<file path="src/hw/rtl/tls_pkg.sv">
// Package for the task lifecycle supervisor: codes, widths, reset values and beat types.
`default_nettype none
package tls_pkg;

  localparam int unsigned TimeW   = 32;
  localparam int unsigned SpanW   = 16;
  localparam int unsigned TaskW   = 4;
  localparam int unsigned OpW     = 3;
  localparam int unsigned ModeW   = 3;
  localparam int unsigned ReasonW = 2;
  localparam int unsigned ResW    = 2;
  localparam int unsigned FaultW  = 16;
  localparam int unsigned CfgIdxW = 2;
  localparam int unsigned CfgDataW = 16;

  // operations
  localparam logic [OpW-1:0] OP_INIT   = 3'd0;
  localparam logic [OpW-1:0] OP_START  = 3'd1;
  localparam logic [OpW-1:0] OP_UPDATE = 3'd2;
  localparam logic [OpW-1:0] OP_STOP   = 3'd3;
  localparam logic [OpW-1:0] OP_RESET  = 3'd4;

  // modes
  localparam logic [ModeW-1:0] MODE_IDLE     = 3'd0;
  localparam logic [ModeW-1:0] MODE_STARTING = 3'd1;
  localparam logic [ModeW-1:0] MODE_RUNNING  = 3'd2;
  localparam logic [ModeW-1:0] MODE_STOPPING = 3'd3;
  localparam logic [ModeW-1:0] MODE_FINISHED = 3'd4;
  localparam logic [ModeW-1:0] MODE_FAULT    = 3'd5;

  // stop reasons
  localparam logic [ReasonW-1:0] REASON_NONE    = 2'd0;
  localparam logic [ReasonW-1:0] REASON_USER    = 2'd1;
  localparam logic [ReasonW-1:0] REASON_NATURAL = 2'd2;
  localparam logic [ReasonW-1:0] REASON_FAULT   = 2'd3;

  // port update answers
  localparam logic [ResW-1:0] RES_BUSY     = 2'd0;
  localparam logic [ResW-1:0] RES_FINISHED = 2'd1;
  localparam logic [ResW-1:0] RES_FAULT    = 2'd2;

  // fault detail for a stop that never settled
  localparam logic [FaultW-1:0] FAULT_STOP_TIMEOUT = 16'd1;

  // configuration register indexes
  localparam logic [CfgIdxW-1:0] CFG_START_SETTLE = 2'd0;
  localparam logic [CfgIdxW-1:0] CFG_STOP_SETTLE  = 2'd1;
  localparam logic [CfgIdxW-1:0] CFG_STOP_TIMEOUT = 2'd2;
  localparam logic [CfgIdxW-1:0] CFG_DEFAULT_TASK = 2'd3;

  localparam logic [SpanW-1:0] START_SETTLE_RST = 16'd100;
  localparam logic [SpanW-1:0] STOP_SETTLE_RST  = 16'd100;
  localparam logic [SpanW-1:0] STOP_TIMEOUT_RST = 16'd2000;
  localparam logic [TaskW-1:0] DEFAULT_TASK_RST = 4'd0;

  typedef struct packed {
    logic [OpW-1:0]     operation;
    logic [TimeW-1:0]   now_ms;
    logic [TaskW-1:0]   task_code;
    logic [TimeW-1:0]   start_time_ms;
    logic [ReasonW-1:0] reason_in;
    logic               port_ok;
    logic [ResW-1:0]    port_result;
    logic               port_stopped;
    logic [FaultW-1:0]  port_fault_code;
  } evt_t;

  typedef struct packed {
    logic               accepted;
    logic [ModeW-1:0]   mode;
    logic [ReasonW-1:0] stop_cause;
    logic [TaskW-1:0]   current_task;
    logic [TimeW-1:0]   elapsed_out;
    logic [FaultW-1:0]  fault_info;
    logic [TimeW-1:0]   tick_count;
    logic               force_safe_stop;
    logic               port_reset_req;
    logic               port_start_req;
    logic               port_stop_req;
    logic               port_update_req;
  } res_t;

endpackage
`default_nettype wire

</file>
<file path="src/hw/rtl/tls_in_if.sv">
// Event channel of the task lifecycle supervisor.
`default_nettype none
interface tls_in_if;
  logic                             valid;
  logic                             ready;
  logic [tls_pkg::OpW-1:0]          operation;
  logic [tls_pkg::TimeW-1:0]        now_ms;
  logic [tls_pkg::TaskW-1:0]        task_code;
  logic [tls_pkg::TimeW-1:0]        start_time_ms;
  logic [tls_pkg::ReasonW-1:0]      reason_in;
  logic                             port_ok;
  logic [tls_pkg::ResW-1:0]         port_result;
  logic                             port_stopped;
  logic [tls_pkg::FaultW-1:0]       port_fault_code;

  modport source (
    output valid, operation, now_ms, task_code, start_time_ms, reason_in,
           port_ok, port_result, port_stopped, port_fault_code,
    input  ready
  );
  modport sink (
    input  valid, operation, now_ms, task_code, start_time_ms, reason_in,
           port_ok, port_result, port_stopped, port_fault_code,
    output ready
  );
endinterface
`default_nettype wire

</file>
<file path="src/hw/rtl/tls_out_if.sv">
// Result channel of the task lifecycle supervisor.
`default_nettype none
interface tls_out_if;
  logic                        valid;
  logic                        ready;
  logic                        accepted;
  logic [tls_pkg::ModeW-1:0]   mode;
  logic [tls_pkg::ReasonW-1:0] stop_cause;
  logic [tls_pkg::TaskW-1:0]   current_task;
  logic [tls_pkg::TimeW-1:0]   elapsed_out;
  logic [tls_pkg::FaultW-1:0]  fault_info;
  logic [tls_pkg::TimeW-1:0]   tick_count;
  logic                        force_safe_stop;
  logic                        port_reset_req;
  logic                        port_start_req;
  logic                        port_stop_req;
  logic                        port_update_req;

  modport source (
    output valid, accepted, mode, stop_cause, current_task, elapsed_out, fault_info,
           tick_count, force_safe_stop, port_reset_req, port_start_req,
           port_stop_req, port_update_req,
    input  ready
  );
  modport sink (
    input  valid, accepted, mode, stop_cause, current_task, elapsed_out, fault_info,
           tick_count, force_safe_stop, port_reset_req, port_start_req,
           port_stop_req, port_update_req,
    output ready
  );
endinterface
`default_nettype wire

</file>
<file path="src/hw/rtl/task_lifecycle_supervisor.sv">
// Task lifecycle supervisor: event register, mode logic, result register.
//
//  channel  | dir | handshake      | beat
//  ---------+-----+----------------+-------------------------------------------
//  in_bus   | in  | valid/ready    | one event: operation, time, port answers
//  out_bus  | out | valid/ready    | one result: mode, status, port pulses
//  cfg_*    | in  | cfg_we only    | register index and 16-bit data, no stall
//
// One event per cycle while out_bus is ready; an accepted event passes the event
// register, then the result register. The mode/status registers update in the
// same cycle the result register loads, so the next event sees them at once.
// Synchronous reset loads the configuration defaults and an idle, unready task.
// A stalled output fills the event register, then drops in_bus.ready.
`default_nettype none
module task_lifecycle_supervisor (
  input  wire logic                           clk,
  input  wire logic                           rst_n,
  tls_in_if.sink                              in_bus,
  tls_out_if.source                           out_bus,
  input  wire logic                           cfg_we,
  input  wire logic [tls_pkg::CfgIdxW-1:0]    cfg_idx,
  input  wire logic [tls_pkg::CfgDataW-1:0]   cfg_wdata
);

  // configuration
  logic [tls_pkg::SpanW-1:0] start_settle_r, stop_settle_r, stop_timeout_r;
  logic [tls_pkg::TaskW-1:0] default_task_r;

  // pipeline control
  logic                 evt_v_r, res_v_r;
  tls_pkg::evt_t        evt_r;
  tls_pkg::res_t        res_r, res_nxt;
  logic                 advance, in_fire;

  // task state
  logic                        ready_r, ready_nxt;
  logic [tls_pkg::ModeW-1:0]   mode_r, mode_nxt;
  logic [tls_pkg::TaskW-1:0]   task_r, task_nxt;
  logic [tls_pkg::ReasonW-1:0] reason_r, reason_nxt;
  logic [tls_pkg::TimeW-1:0]   tstart_r, tstart_nxt;
  logic [tls_pkg::TimeW-1:0]   entry_r, entry_nxt;
  logic [tls_pkg::TimeW-1:0]   elapsed_r, elapsed_nxt;
  logic [tls_pkg::TimeW-1:0]   count_r, count_nxt;
  logic [tls_pkg::FaultW-1:0]  fault_r, fault_nxt;

  logic [tls_pkg::TimeW-1:0] in_mode;
  logic start_done, stop_settled, stop_expired;
  logic acc, force_stop, rst_req, start_req, stop_req, upd_req;

  assign advance      = !res_v_r || out_bus.ready;
  assign in_bus.ready = !evt_v_r || advance;
  assign in_fire      = in_bus.valid && in_bus.ready;

  always_ff @(posedge clk) begin
    if (!rst_n) begin
      start_settle_r <= tls_pkg::START_SETTLE_RST;
      stop_settle_r  <= tls_pkg::STOP_SETTLE_RST;
      stop_timeout_r <= tls_pkg::STOP_TIMEOUT_RST;
      default_task_r <= tls_pkg::DEFAULT_TASK_RST;
    end else if (cfg_we) begin
      unique case (cfg_idx)
        tls_pkg::CFG_START_SETTLE: start_settle_r <= cfg_wdata;
        tls_pkg::CFG_STOP_SETTLE:  stop_settle_r  <= cfg_wdata;
        tls_pkg::CFG_STOP_TIMEOUT: stop_timeout_r <= cfg_wdata;
        tls_pkg::CFG_DEFAULT_TASK: default_task_r <= cfg_wdata[tls_pkg::TaskW-1:0];
        default: ;
      endcase
    end
  end

  always_ff @(posedge clk) begin
    if (!rst_n) begin
      evt_v_r <= 1'b0;
    end else if (in_bus.ready) begin
      evt_v_r <= in_bus.valid;
    end
  end

  always_ff @(posedge clk) begin
    if (in_fire) begin
      evt_r.operation       <= in_bus.operation;
      evt_r.now_ms          <= in_bus.now_ms;
      evt_r.task_code       <= in_bus.task_code;
      evt_r.start_time_ms   <= in_bus.start_time_ms;
      evt_r.reason_in       <= in_bus.reason_in;
      evt_r.port_ok         <= in_bus.port_ok;
      evt_r.port_result     <= in_bus.port_result;
      evt_r.port_stopped    <= in_bus.port_stopped;
      evt_r.port_fault_code <= in_bus.port_fault_code;
    end
  end

  // wrapping time spent in the current mode
  assign in_mode      = evt_r.now_ms - entry_r;
  assign start_done   = in_mode >= {{(tls_pkg::TimeW-tls_pkg::SpanW){1'b0}}, start_settle_r};
  assign stop_settled = in_mode >= {{(tls_pkg::TimeW-tls_pkg::SpanW){1'b0}}, stop_settle_r};
  assign stop_expired = in_mode >= {{(tls_pkg::TimeW-tls_pkg::SpanW){1'b0}}, stop_timeout_r};

  always_comb begin
    ready_nxt   = ready_r;
    mode_nxt    = mode_r;
    task_nxt    = task_r;
    reason_nxt  = reason_r;
    tstart_nxt  = tstart_r;
    entry_nxt   = entry_r;
    elapsed_nxt = elapsed_r;
    count_nxt   = count_r;
    fault_nxt   = fault_r;
    acc         = 1'b0;
    force_stop  = 1'b0;
    rst_req     = 1'b0;
    start_req   = 1'b0;
    stop_req    = 1'b0;
    upd_req     = 1'b0;

    unique case (evt_r.operation) inside
      tls_pkg::OP_INIT, tls_pkg::OP_RESET: begin
        mode_nxt    = tls_pkg::MODE_IDLE;
        task_nxt    = default_task_r;
        reason_nxt  = tls_pkg::REASON_NONE;
        tstart_nxt  = '0;
        entry_nxt   = evt_r.now_ms;
        elapsed_nxt = '0;
        count_nxt   = '0;
        fault_nxt   = '0;
        if (evt_r.operation == tls_pkg::OP_INIT) begin
          ready_nxt  = evt_r.port_ok;
          acc        = evt_r.port_ok;
          force_stop = !evt_r.port_ok;
        end else begin
          rst_req = 1'b1;
        end
      end
      tls_pkg::OP_START: begin
        if (ready_r && (mode_r == tls_pkg::MODE_IDLE || mode_r == tls_pkg::MODE_FINISHED)) begin
          rst_req   = 1'b1;
          start_req = 1'b1;
          if (!evt_r.port_ok) begin
            force_stop = 1'b1;
            fault_nxt  = evt_r.port_fault_code;
            mode_nxt   = tls_pkg::MODE_FAULT;
            entry_nxt  = evt_r.now_ms;
          end else begin
            task_nxt    = evt_r.task_code;
            reason_nxt  = tls_pkg::REASON_NONE;
            tstart_nxt  = evt_r.start_time_ms;
            elapsed_nxt = '0;
            count_nxt   = '0;
            fault_nxt   = '0;
            mode_nxt    = tls_pkg::MODE_STARTING;
            entry_nxt   = evt_r.start_time_ms;
            acc         = 1'b1;
          end
        end
      end
      tls_pkg::OP_UPDATE: begin
        if (ready_r) begin
          count_nxt = count_r + 32'd1;
          if (mode_r == tls_pkg::MODE_STARTING || mode_r == tls_pkg::MODE_RUNNING ||
              (mode_r == tls_pkg::MODE_STOPPING && reason_r != tls_pkg::REASON_NATURAL)) begin
            elapsed_nxt = evt_r.now_ms - tstart_r;
          end
          if (mode_r == tls_pkg::MODE_STARTING) begin
            if (start_done) begin
              mode_nxt  = tls_pkg::MODE_RUNNING;
              entry_nxt = evt_r.now_ms;
            end
          end else if (mode_r == tls_pkg::MODE_RUNNING) begin
            upd_req = 1'b1;
            if (evt_r.port_result == tls_pkg::RES_FINISHED) begin
              reason_nxt = tls_pkg::REASON_NATURAL;
              stop_req   = 1'b1;
              entry_nxt  = evt_r.now_ms;
              if (!evt_r.port_ok) begin
                force_stop = 1'b1;
                fault_nxt  = evt_r.port_fault_code;
                mode_nxt   = tls_pkg::MODE_FAULT;
              end else begin
                mode_nxt = tls_pkg::MODE_STOPPING;
              end
            end else if (evt_r.port_result == tls_pkg::RES_FAULT) begin
              reason_nxt = tls_pkg::REASON_FAULT;
              fault_nxt  = evt_r.port_fault_code;
              force_stop = 1'b1;
              mode_nxt   = tls_pkg::MODE_FAULT;
              entry_nxt  = evt_r.now_ms;
            end
          end else if (mode_r == tls_pkg::MODE_STOPPING) begin
            upd_req = 1'b1;
            // port fault wins over settle, settle wins over timeout
            if (evt_r.port_result == tls_pkg::RES_FAULT) begin
              reason_nxt = tls_pkg::REASON_FAULT;
              fault_nxt  = evt_r.port_fault_code;
              force_stop = 1'b1;
              mode_nxt   = tls_pkg::MODE_FAULT;
              entry_nxt  = evt_r.now_ms;
            end else if (evt_r.port_stopped && stop_settled) begin
              mode_nxt  = tls_pkg::MODE_FINISHED;
              entry_nxt = evt_r.now_ms;
            end else if (stop_expired) begin
              fault_nxt  = tls_pkg::FAULT_STOP_TIMEOUT;
              force_stop = 1'b1;
              mode_nxt   = tls_pkg::MODE_FAULT;
              entry_nxt  = evt_r.now_ms;
            end
          end
        end
      end
      tls_pkg::OP_STOP: begin
        if (ready_r) begin
          if (mode_r == tls_pkg::MODE_STOPPING) begin
            acc = 1'b1;
          end else if (mode_r == tls_pkg::MODE_STARTING || mode_r == tls_pkg::MODE_RUNNING) begin
            stop_req  = 1'b1;
            entry_nxt = evt_r.now_ms;
            if (!evt_r.port_ok) begin
              force_stop = 1'b1;
              fault_nxt  = evt_r.port_fault_code;
              mode_nxt   = tls_pkg::MODE_FAULT;
            end else begin
              reason_nxt = evt_r.reason_in;
              mode_nxt   = tls_pkg::MODE_STOPPING;
              acc        = 1'b1;
            end
          end
        end
      end
      default: ;
    endcase

    res_nxt.accepted        = acc;
    res_nxt.mode            = mode_nxt;
    res_nxt.stop_cause      = reason_nxt;
    res_nxt.current_task    = task_nxt;
    res_nxt.elapsed_out     = elapsed_nxt;
    res_nxt.fault_info      = fault_nxt;
    res_nxt.tick_count      = count_nxt;
    res_nxt.force_safe_stop = force_stop;
    res_nxt.port_reset_req  = rst_req;
    res_nxt.port_start_req  = start_req;
    res_nxt.port_stop_req   = stop_req;
    res_nxt.port_update_req = upd_req;
  end

  always_ff @(posedge clk) begin
    if (!rst_n) begin
      ready_r   <= 1'b0;
      mode_r    <= tls_pkg::MODE_IDLE;
      task_r    <= tls_pkg::DEFAULT_TASK_RST;
      reason_r  <= tls_pkg::REASON_NONE;
      tstart_r  <= '0;
      entry_r   <= '0;
      elapsed_r <= '0;
      count_r   <= '0;
      fault_r   <= '0;
      res_v_r   <= 1'b0;
    end else if (advance) begin
      res_v_r <= evt_v_r;
      if (evt_v_r) begin
        ready_r   <= ready_nxt;
        mode_r    <= mode_nxt;
        task_r    <= task_nxt;
        reason_r  <= reason_nxt;
        tstart_r  <= tstart_nxt;
        entry_r   <= entry_nxt;
        elapsed_r <= elapsed_nxt;
        count_r   <= count_nxt;
        fault_r   <= fault_nxt;
      end
    end
  end

  always_ff @(posedge clk) begin
    if (advance && evt_v_r) begin
      res_r <= res_nxt;
    end
  end

  assign out_bus.valid           = res_v_r;
  assign out_bus.accepted        = res_r.accepted;
  assign out_bus.mode            = res_r.mode;
  assign out_bus.stop_cause      = res_r.stop_cause;
  assign out_bus.current_task    = res_r.current_task;
  assign out_bus.elapsed_out     = res_r.elapsed_out;
  assign out_bus.fault_info      = res_r.fault_info;
  assign out_bus.tick_count      = res_r.tick_count;
  assign out_bus.force_safe_stop = res_r.force_safe_stop;
  assign out_bus.port_reset_req  = res_r.port_reset_req;
  assign out_bus.port_start_req  = res_r.port_start_req;
  assign out_bus.port_stop_req   = res_r.port_stop_req;
  assign out_bus.port_update_req = res_r.port_update_req;

`ifndef ASSERT_OFF
  // an unready supervisor can only sit idle
  a_unready_idle: assert property (@(posedge clk) disable iff (!rst_n)
    !ready_r |-> mode_r == tls_pkg::MODE_IDLE)
    else $error("unready supervisor left idle");

  // a start request always comes with a port reset
  a_start_with_reset: assert property (@(posedge clk) disable iff (!rst_n)
    res_v_r && res_r.port_start_req |-> res_r.port_reset_req)
    else $error("start request without port reset");

  // an accepted call never forces a safe stop
  a_acc_no_force: assert property (@(posedge clk) disable iff (!rst_n)
    res_v_r |-> !(res_r.accepted && res_r.force_safe_stop))
    else $error("accepted beat also forces safe stop");

  // an empty result stage never backs up the event side
  a_ready_when_empty: assert property (@(posedge clk) disable iff (!rst_n)
    !res_v_r |-> in_bus.ready)
    else $error("event side stalled with empty result stage");
`endif

endmodule
`default_nettype wire
</file>
<file path="src/flat_wrapper.sv">
// flat-port wrapper written by rule: the top's interface ports become plain ports
module task_lifecycle_supervisor_flat 
  (clk, rst_n, cfg_we, cfg_idx, cfg_wdata, in_bus_valid, in_bus_operation, in_bus_now_ms, in_bus_task_code, in_bus_start_time_ms, in_bus_reason_in, in_bus_port_ok, in_bus_port_result, in_bus_port_stopped, in_bus_port_fault_code, in_bus_ready, out_bus_valid, out_bus_accepted, out_bus_mode, out_bus_stop_cause, out_bus_current_task, out_bus_elapsed_out, out_bus_fault_info, out_bus_tick_count, out_bus_force_safe_stop, out_bus_port_reset_req, out_bus_port_start_req, out_bus_port_stop_req, out_bus_port_update_req, out_bus_ready);
  tls_in_if in_bus_i ();
  tls_out_if out_bus_i ();
  input  wire logic clk;
  input  wire logic rst_n;
  input  wire logic cfg_we;
  input  wire logic [tls_pkg::CfgIdxW-1:0] cfg_idx;
  input  wire logic [tls_pkg::CfgDataW-1:0] cfg_wdata;
  input wire logic [$bits(in_bus_i.valid)-1:0] in_bus_valid;
  input wire logic [$bits(in_bus_i.operation)-1:0] in_bus_operation;
  input wire logic [$bits(in_bus_i.now_ms)-1:0] in_bus_now_ms;
  input wire logic [$bits(in_bus_i.task_code)-1:0] in_bus_task_code;
  input wire logic [$bits(in_bus_i.start_time_ms)-1:0] in_bus_start_time_ms;
  input wire logic [$bits(in_bus_i.reason_in)-1:0] in_bus_reason_in;
  input wire logic [$bits(in_bus_i.port_ok)-1:0] in_bus_port_ok;
  input wire logic [$bits(in_bus_i.port_result)-1:0] in_bus_port_result;
  input wire logic [$bits(in_bus_i.port_stopped)-1:0] in_bus_port_stopped;
  input wire logic [$bits(in_bus_i.port_fault_code)-1:0] in_bus_port_fault_code;
  output wire logic [$bits(in_bus_i.ready)-1:0] in_bus_ready;
  output wire logic [$bits(out_bus_i.valid)-1:0] out_bus_valid;
  output wire logic [$bits(out_bus_i.accepted)-1:0] out_bus_accepted;
  output wire logic [$bits(out_bus_i.mode)-1:0] out_bus_mode;
  output wire logic [$bits(out_bus_i.stop_cause)-1:0] out_bus_stop_cause;
  output wire logic [$bits(out_bus_i.current_task)-1:0] out_bus_current_task;
  output wire logic [$bits(out_bus_i.elapsed_out)-1:0] out_bus_elapsed_out;
  output wire logic [$bits(out_bus_i.fault_info)-1:0] out_bus_fault_info;
  output wire logic [$bits(out_bus_i.tick_count)-1:0] out_bus_tick_count;
  output wire logic [$bits(out_bus_i.force_safe_stop)-1:0] out_bus_force_safe_stop;
  output wire logic [$bits(out_bus_i.port_reset_req)-1:0] out_bus_port_reset_req;
  output wire logic [$bits(out_bus_i.port_start_req)-1:0] out_bus_port_start_req;
  output wire logic [$bits(out_bus_i.port_stop_req)-1:0] out_bus_port_stop_req;
  output wire logic [$bits(out_bus_i.port_update_req)-1:0] out_bus_port_update_req;
  input wire logic [$bits(out_bus_i.ready)-1:0] out_bus_ready;
  assign in_bus_i.valid = in_bus_valid;
  assign in_bus_i.operation = in_bus_operation;
  assign in_bus_i.now_ms = in_bus_now_ms;
  assign in_bus_i.task_code = in_bus_task_code;
  assign in_bus_i.start_time_ms = in_bus_start_time_ms;
  assign in_bus_i.reason_in = in_bus_reason_in;
  assign in_bus_i.port_ok = in_bus_port_ok;
  assign in_bus_i.port_result = in_bus_port_result;
  assign in_bus_i.port_stopped = in_bus_port_stopped;
  assign in_bus_i.port_fault_code = in_bus_port_fault_code;
  assign in_bus_ready = in_bus_i.ready;
  assign out_bus_valid = out_bus_i.valid;
  assign out_bus_accepted = out_bus_i.accepted;
  assign out_bus_mode = out_bus_i.mode;
  assign out_bus_stop_cause = out_bus_i.stop_cause;
  assign out_bus_current_task = out_bus_i.current_task;
  assign out_bus_elapsed_out = out_bus_i.elapsed_out;
  assign out_bus_fault_info = out_bus_i.fault_info;
  assign out_bus_tick_count = out_bus_i.tick_count;
  assign out_bus_force_safe_stop = out_bus_i.force_safe_stop;
  assign out_bus_port_reset_req = out_bus_i.port_reset_req;
  assign out_bus_port_start_req = out_bus_i.port_start_req;
  assign out_bus_port_stop_req = out_bus_i.port_stop_req;
  assign out_bus_port_update_req = out_bus_i.port_update_req;
  assign out_bus_i.ready = out_bus_ready;
  task_lifecycle_supervisor u_core (.clk(clk), .rst_n(rst_n), .in_bus(in_bus_i), .out_bus(out_bus_i), .cfg_we(cfg_we), .cfg_idx(cfg_idx), .cfg_wdata(cfg_wdata));
endmodule
</file>
<file path="config.mk">
export PLATFORM = sky130hd
export DESIGN_NAME = task_lifecycle_supervisor_flat
export DESIGN_NICKNAME = d
export VERILOG_FILES = /design/src/hw/rtl/tls_pkg.sv /design/src/hw/rtl/tls_in_if.sv /design/src/hw/rtl/tls_out_if.sv /design/src/hw/rtl/task_lifecycle_supervisor.sv /design/src/flat_wrapper.sv
export SDC_FILE = /design/constraint.sdc
export NUM_CORES = 1
export LEC_CHECK = 0
export BUFFER_PORTS_ARGS = -buffer_cell sky130_fd_sc_hd__buf_2
export CORE_MARGIN = 4
export CORE_UTILIZATION = 60
export DETAILED_ROUTE_END_ITERATION = 8
export PLACE_DENSITY = 0.8
export SLEW_MARGIN = 20
export SYNTH_ARGS = -nofsm -noshare
export SYNTH_HDL_FRONTEND = slang
export SYNTH_SLANG_ARGS = --single-unit
</file>
<file path="constraint.sdc">
create_clock -name clk -period 9.16 [get_ports clk]
set_input_delay 1.832 -clock clk [delete_from_list [all_inputs] [get_ports clk]]
set_output_delay 1.832 -clock clk [all_outputs]
set_load 0.03 [all_outputs]
</file>
==> run_results.csv, run 1 <==
group,metric,value,unit
detailed_routing,wl,60600,um
place,hpwl,41700,um
clocking,insertion_delay,0.57,ns
synth,synth_edf_count,188,
synth,yosysSeqAreaShare,46.0,%
worst_setup_path,reg2reg_slack,3.95,ns
power,powerDensity,184,nW/um2
detailed_routing,drt_iter0_drc,1940,
worst_setup_path,slowest_delay,0.76,ns
global_routing,grt_pass1_wl,95100,um
final_layout,final_cell_mix,"345 x nand2_1, 212 x buf_2, 208 x dfxtp_1",
worst_setup_path,crit_chain,"inv_1, fa_1, nor2b_1, o31ai_1, and3_1, o21ai_0, xor2_1, ha_1, a21o_1, a21o_1, a21oi_1, nor2b_1, o21ai_0, a31oi_1, a21oi_1, nor4b_2, o221a_4, o21ai_0, o311a_1",
power,leakagePower,9.08,nW
final_layout,syn_to_final_growth,13.0,%
power,intPower,3.23,mW
worst_setup_path,r2r_end,"u_core.entry_r[5]$_SDFFE_PN0P_",
final_layout,fin_nets,2730,
power,combPwrFrac,15.4,%
clocking,cts-root-buf,"clkbuf_16",
worst_setup_path,path_max_fanout,64,
power,netSwitchingFraction,27.1,%
worst_setup_path,path_delay_family,"compound AO/OA/AOI/OAI gates",
global_routing,met1_usage,41.9,%
global_routing,grt_util_met3,4.70,%
hold_path,worstHoldStart,"u_core.tstart_r[22]$_SDFFE_PN0P_",
run,cap_violations,0,
clocking,cts.sinks,396,
sta,setup_viol,0,
sta,fin_skew,0.0230,ns
sta,finalHoldViolCount,0,
place,io_buffers,212,
run_status,status,"finished clean",
global_routing,antenna_found_initial,1,
floorplan,core_area,34800,um2
synth,yosysTopAreaCell,"edfxtp_1",
clocking,htreeDepth,2,
power,p_sw,1.20,mW
sta,layout_min_cycle_time,5.21,ns
synth,ys_types,81,
detailed_routing,vias_per_cell,6.34,
synth,avgSynthCellArea,9.05,um2
floorplan,die_w,197,um
power,clkPwrFrac,39.8,%
global_routing,overflow,0,
clocking,cts_hold_repair.buffers,0,
floorplan,dieArea,38600,um2
detailed_routing,vias,18900,
place,placed_area,22700,um2
worst_setup_path,endpoint_kind,"flop",
synth,ys_seq_elements,396,
clocking,cts_setup_buffers,0,
synth,yosysTopAreaCellShare,26.5,%
sta,report.final.slew_viol_count,0,
final_layout,stdcell_area,24100,um2
worst_setup_path,critPathLaunchType,"flop",
sta,rsz0062_at_grt,"false",
floorplan,die_h,197,um
clocking,cts_tree,"done",
detailed_routing,wl_per_cell,20.3,um
sta,post-route-period-util,56.9,%
clocking,cts_resized,0,
hold_path,min_path_cells,2,
floorplan,start_util,61.3,%
detailed_routing,ant_nets,0,
global_routing,grt.total_usage,30.1,%
global_routing,grt_max_degree,107,
worst_setup_path,crit_required,9.60,ns
final_layout,post-route-util,69.2,%
hold_path,hold_end,"u_core.tstart_r[22]$_SDFFE_PN0P_",
clocking,numCtsBuffers,41,
clocking,path_clk_slew,0.06,ns
worst_setup_path,critPathArrivalTime,5.65,ns
synth,yosys_warnings,0,
global_routing,grt_pass1_vias,17700,
worst_setup_path,r2r_start,"u_core.evt_r[59]$_DFFE_PP_",
worst_setup_path,rr_worst_depth,19,
synth,syn_nets,2588,
synth,ys_top_cells_by_area,"edfxtp_1 26%, dfxtp_1 20%, ha_1 6.6%",
hold_path,hp-class,"flop to flop",
synth,synthFlopType,"dfxtp_1",
sta,tns,0,ns
clocking,clockBufferDepth,3,
power,ir_worst_vdd,0.205,mV
detailed_routing,first_pass_iters,6,
place,gp_congestion,0.955,
floorplan,rows,68,
final_layout,drive_gt1_share,14.5,%
worst_setup_path,path_buf_inv,1,
synth,synth_area,21300,um2
synth,netlist_instances,2357,
synth,synthArstFlopShare,0,%
floorplan,pin_count,213,
detailed_routing,drc,0,
worst_setup_path,critPathKind,"flop to flop",
sta,worst_slew_pin_slew,1.11,ns
global_routing,grt.busiest_layer,"met2",
sta,fmax,192,MHz
sta,relSlewSlack,25.8,%
power,power.share.sequential,44.8,%
worst_setup_path,crit_top_cell,"o21ai_0",
final_layout,layout_commonest_cell,"nand2_1",
worst_setup_path,slowest_stage,"o221a_4",
global_routing,met2_usage,49.0,%
-- area by class of cell --
class	count	area [um2]
antenna	1	2.50
fill	2733	10700
clock buffer	55	1150
multi-input combinational	1691	10500
clock inverter	20	258
timing repair buffer	233	1240
sequential	396	9810
tap	455	569
inverter	136	518
-- cell usage after synthesis (41+ instances only) --
cell type / n
nand2_1: 347
dfxtp_1: 208
o21ai_0: 196
a21oi_1: 195
edfxtp_1: 188
nor2_1: 160
inv_1: 134
clkbuf_1: 115
ha_1: 113
nand3_1: 59
nor3_1: 55
a21o_1: 41
-- stage by stage --
step                      hold WS, ns  instances  worst slack, ns  total power [mW]
after floorplan                 0.432       2357             3.45              2.48
after CTS                       0.453       2986             4.03              4.43
final                           0.454       2987             3.95              4.43
after global placement          0.439       2910             3.88              2.67
after detailed placement        0.444       2911             4.05              2.69
after global routing            0.468       2987             3.55              4.59
-- worst max-delay path by stage --
stage	start	to	slack [ns]	depth (start not counted)
6_report	u_core.evt_r[59]$_DFFE_PP_	u_core.entry_r[5]$_SDFFE_PN0P_	3.95	19
5_1_grt	u_core.evt_r[59]$_DFFE_PP_	u_core.entry_r[5]$_SDFFE_PN0P_	3.55	19
4_1_cts	u_core.evt_r[58]$_DFFE_PP_	u_core.entry_r[5]$_SDFFE_PN0P_	4.03	20
3_5_place_dp	u_core.evt_r[58]$_DFFE_PP_	u_core.entry_r[5]$_SDFFE_PN0P_	4.05	20
3_3_place_gp	u_core.evt_r[58]$_DFFE_PP_	u_core.entry_r[4]$_SDFFE_PN0P_	3.88	20
2_1_floorplan	out_bus_ready	u_core.mode_r[0]$_SDFFE_PN0P_	3.45	6
-- layer usage --
layer	routed length, um	up-vias
li1	-	8826
met4	1670	0
met1	25200	9010
met5	0	-
met2	28200	970
met3	5460	135
-- cell families after synthesis --
group	Yosys count	synth area share [%]
flip-flops	396	46.0
XOR/XNOR	49	2.01
AND/OR/NAND/NOR	773	16.5
buffers and inverters	270	4.82
AO/OA/AOI/OAI	702	21.2
multiplexers	52	2.62
adder cells (fa/ha/maj)	115	6.82
-- sequential cells by signal, indices dropped and copies added, names as in the netlist, 2 cells and up --
| register | cells |
|---|---|
| u_core.task_r | 4 |
| u_core.tstart_r | 32 |
| u_core.stop_settle_r | 16 |
| u_core.count_r | 32 |
| u_core.out_bus.tick_count | 32 |
| u_core.stop_timeout_r | 16 |
| u_core.out_bus.mode | 3 |
| u_core.entry_r | 32 |
| u_core.elapsed_r | 32 |
| u_core.out_bus.elapsed_out | 32 |
| u_core.evt_r | 93 |
| u_core.default_task_r | 4 |
| u_core.mode_r | 3 |
| u_core.start_settle_r | 16 |
| u_core.out_bus.fault_info | 16 |
| u_core.out_bus.stop_cause | 2 |
| u_core.out_bus.current_task | 4 |
| u_core.fault_r | 16 |
| u_core.reason_r | 2 |
-- worst reg2reg max path: stages (launching register included) --
cell and delay (ns):
edfxtp_1 0.46, inv_1 0.11, fa_1 0.46, nor2b_1 0.19, o31ai_1 0.13, and3_1 0.18
o21ai_0 0.29, xor2_1 0.29, ha_1 0.30, a21o_1 0.17, a21o_1 0.17, a21oi_1 0.13
nor2b_1 0.06, o21ai_0 0.14, a31oi_1 0.18, a21oi_1 0.19, nor4b_2 0.44, o221a_4 0.76
o21ai_0 0.26, o311a_1 0.17
-- power by group through the flow --
stage | Clock [mW] | Sequential (mW) | Combinational [mW]
floorplan | 0 | 2.04 | 0.443
global placement | 0 | 2.02 | 0.656
detailed placement | 0 | 2.02 | 0.667
CTS | 1.78 | 1.98 | 0.674
global route | 1.85 | 1.99 | 0.749
finish | 1.76 | 1.98 | 0.685
Note: power is estimated with default switching activity, not from simulation.
==> run 2: changes to the inputs <==
==> constraint.sdc (replaced) <==
create_clock -name clk -period 5.35 [get_ports clk]
set_input_delay 1.07 -clock clk [delete_from_list [all_inputs] [get_ports clk]]
set_output_delay 1.07 -clock clk [all_outputs]
set_load 0.03 [all_outputs]
==> run 2 against run 1 <==
Against the previous run:
- design area about the same
- hold slack got worse by 0.0013 ns
- critical path type unchanged
- register-to-register slack worse by 3.7 ns
- critical endpoint unchanged
- routed wire length fell by 1.8%
- via count is 0.79% lower
- cell count increased by 0.20%
- core utilization is essentially flat
- global-route usage decreased by 0.49 points
- sequential power increased by 72%
- critical path depth grew 1
==> run_results.csv, run 2 (synthesized netlist as in run 1, its figures left out) <==
group,metric,value,unit
detailed_routing,vias,18800,
final_layout,multiInputGateArea,10500,um2
worst_setup_path,r2r_end,"u_core.entry_r[5]$_SDFFE_PN0P_",
final_layout,num-fill-cells,2653,
worst_setup_path,critPathKind,"flop to flop",
worst_setup_path,slowest_delay,0.47,ns
worst_setup_path,critPathLaunchType,"flop",
final_layout,stdcell_area,24100,um2
final_layout,largest_register_ffs,93,
worst_setup_path,critPathArrivalTime,5.52,ns
global_routing,antenna_found_initial,0,
detailed_routing,wl,59500,um
floorplan,die_h,197,um
worst_setup_path,rr_worst_depth,20,
worst_setup_path,r2r_start,"u_core.evt_r[58]$_DFFE_PP_",
sta,tns,0,ns
clocking,numCtsBuffers,41,
worst_setup_path,crit_chain,"inv_1, ha_1, fa_1, nor2b_1, o31ai_1, nand2_1, a21o_1, a21oi_1, xnor2_1, ha_1, o21ai_0, nand2b_1, a31o_2, a21oi_1, o21ai_0, nor4b_2, o221a_2, buf_12, o21ai_0, o311a_1",
sta,relSlewSlack,22.8,%
detailed_routing,ant_nets,0,
final_layout,final_cell_mix,"346 x nand2_1, 212 x buf_2, 208 x dfxtp_1",
floorplan,rows,68,
place,dp_cells,2917,
final_layout,syn_to_final_growth,13.0,%
worst_setup_path,reg2reg_slack,0.28,ns
detailed_routing,wl_per_cell,19.9,um
global_routing,grt_max_degree,92,
power,powerDensity,310,nW/um2
final_layout,fin_nets,2736,
worst_setup_path,cp-endpoint,"u_core.entry_r[5]$_SDFFE_PN0P_",
worst_setup_path,path_depth,20,
run,cap_violations,0,
worst_setup_path,path_max_fanout,64,
sta,report.final.slew_viol_count,0,
sta,worst_slew_pin_slew,1.15,ns
clocking,clockBufferDepth,3,
clocking,htreeDepth,2,
sta,rsz0062_at_grt,"false",
clocking,insertion_delay,0.57,ns
place,hpwl,41000,um
global_routing,grt.total_usage,29.6,%
final_layout,max_flop_register,"u_core.evt_r",
power,leakagePower,9.09,nW
clocking,path_clk_slew,0.07,ns
sta,layout_min_cycle_time,5.07,ns
global_routing,overflow,0,
final_layout,layout_commonest_cell,"nand2_1",
clocking,cts.sinks,396,
worst_setup_path,path_buf_inv,2,
place,placed_area,22700,um2
detailed_routing,vias_per_cell,6.28,
final_layout,finalNonFillerCells,2993,
place,gp_congestion,0.946,
clocking,cts-root-buf,"clkbuf_16",
sta,setup_viol,0,
worst_setup_path,crit_required,5.80,ns
worst_setup_path,slowest_stage,"nor4b_2",
sta,fin_skew,0.0162,ns
final_layout,ff_latch_area,9810,um2
worst_setup_path,endpoint_kind,"flop",
worst_setup_path,crit_top_cell,"o21ai_0",
floorplan,core_area,34800,um2
worst_setup_path,critPathLaunch,"u_core.evt_r[58]$_DFFE_PP_",
floorplan,die_w,197,um
global_routing,grt_pass1_wl,94100,um
clocking,cts_setup_buffers,0,
run_status,status,"finished clean",
global_routing,grt_pass1_vias,17800,
detailed_routing,drc,0,
floorplan,start_util,61.3,%
sta,whs,0.453,ns
final_layout,n_antenna_cell,0,
detailed_routing,first_pass_iters,6,
final_layout,post-route-util,69.2,%
place,io_buffers,212,
sta,fmax,197,MHz
final_layout,drive_gt1_share,14.7,%
power,ir_worst_vdd,0.274,mV
sta,post-route-period-util,94.7,%
floorplan,pin_count,213,
hold_path,hp-class,"flop to flop",
sta,finalHoldViolCount,0,
clocking,cts_tree,"done",
floorplan,dieArea,38600,um2
detailed_routing,drt_iter0_drc,2174,
worst_setup_path,path_delay_family,"compound AO/OA/AOI/OAI gates",
## run 2: changes by cell type in the layout (fill, tap and decap cells not counted), moves of 2 or more
cell,previous run,this run
buf_4,20,25
clkbuf_1,9,14
clkinv_1,6,2
clkinv_2,4,8
inv_6,4,1
bufinv_16,6,4
nand2_2,2,0
o21ai_1,4,6
## run 2: cell type report
type	count	share of cell area, %
Multi-Input combinational cell	1691	43.8
Sequential cell	396	40.7
Timing Repair Buffer	239	5.38
Clock buffer	58	4.70
Tap cell	455	2.36
Inverter	136	2.15
Clock inverter	18	0.914
## run 2: per-stage QoR
step                total power [mW]  setup WS, ns
global placement                4.58         0.489
CTS                             7.48         0.271
floorplan                       4.25         0.400
global route                    7.76        0.0206
finish                          7.46         0.283
detailed placement              4.61         0.323
## run 2: report_power, final
part	total (mW)	switching (mW)	leakage, nW	internal, mW
Combinational	1.17	0.750	4.93	0.424
Clock	2.88	1.20	0.660	1.68
Sequential	3.40	0.0902	3.50	3.31
Total	7.46	2.04	9.09	5.42
## run 2: worst min path at each step
stage / startpoint / end / slack, ns / depth (start not counted)
final: u_core.tstart_r[6]$_SDFFE_PN0P_ / u_core.tstart_r[6]$_SDFFE_PN0P_ / 0.45 / 2
after global routing: u_core.tstart_r[12]$_SDFFE_PN0P_ / u_core.tstart_r[12]$_SDFFE_PN0P_ / 0.47 / 2
after CTS: u_core.tstart_r[30]$_SDFFE_PN0P_ / u_core.tstart_r[30]$_SDFFE_PN0P_ / 0.45 / 2
after detailed placement: u_core.tstart_r[11]$_SDFFE_PN0P_ / u_core.tstart_r[11]$_SDFFE_PN0P_ / 0.45 / 2
after global placement: u_core.tstart_r[30]$_SDFFE_PN0P_ / u_core.tstart_r[30]$_SDFFE_PN0P_ / 0.44 / 2
after floorplan: u_core.tstart_r[10]$_SDFFE_PN0P_ / u_core.tstart_r[10]$_SDFFE_PN0P_ / 0.43 / 2
## run 2: repair_timing
item / CTS / global route
hold buffers: 0 / 0
gates resized for setup: 0 / 0
endpoints found under the setup margin: 0 / 7
## run 2: tightest hold or removal path, cell delays in order (launching register included)
cell and delay, ns:
dfxtp_1 0.31, nand2_1 0.05, a21oi_1 0.05
## run 2: per-layer routing
layer	routed length, um	vias up	share of wire, %	GRT usage [%]
met5	0	-	0	0
met4	1890	0	3.2	11.0
met3	5050	131	8.5	4.46
met2	27400	934	46	47.2
met1	25100	8879	42	41.5
li1	-	8847	-	-
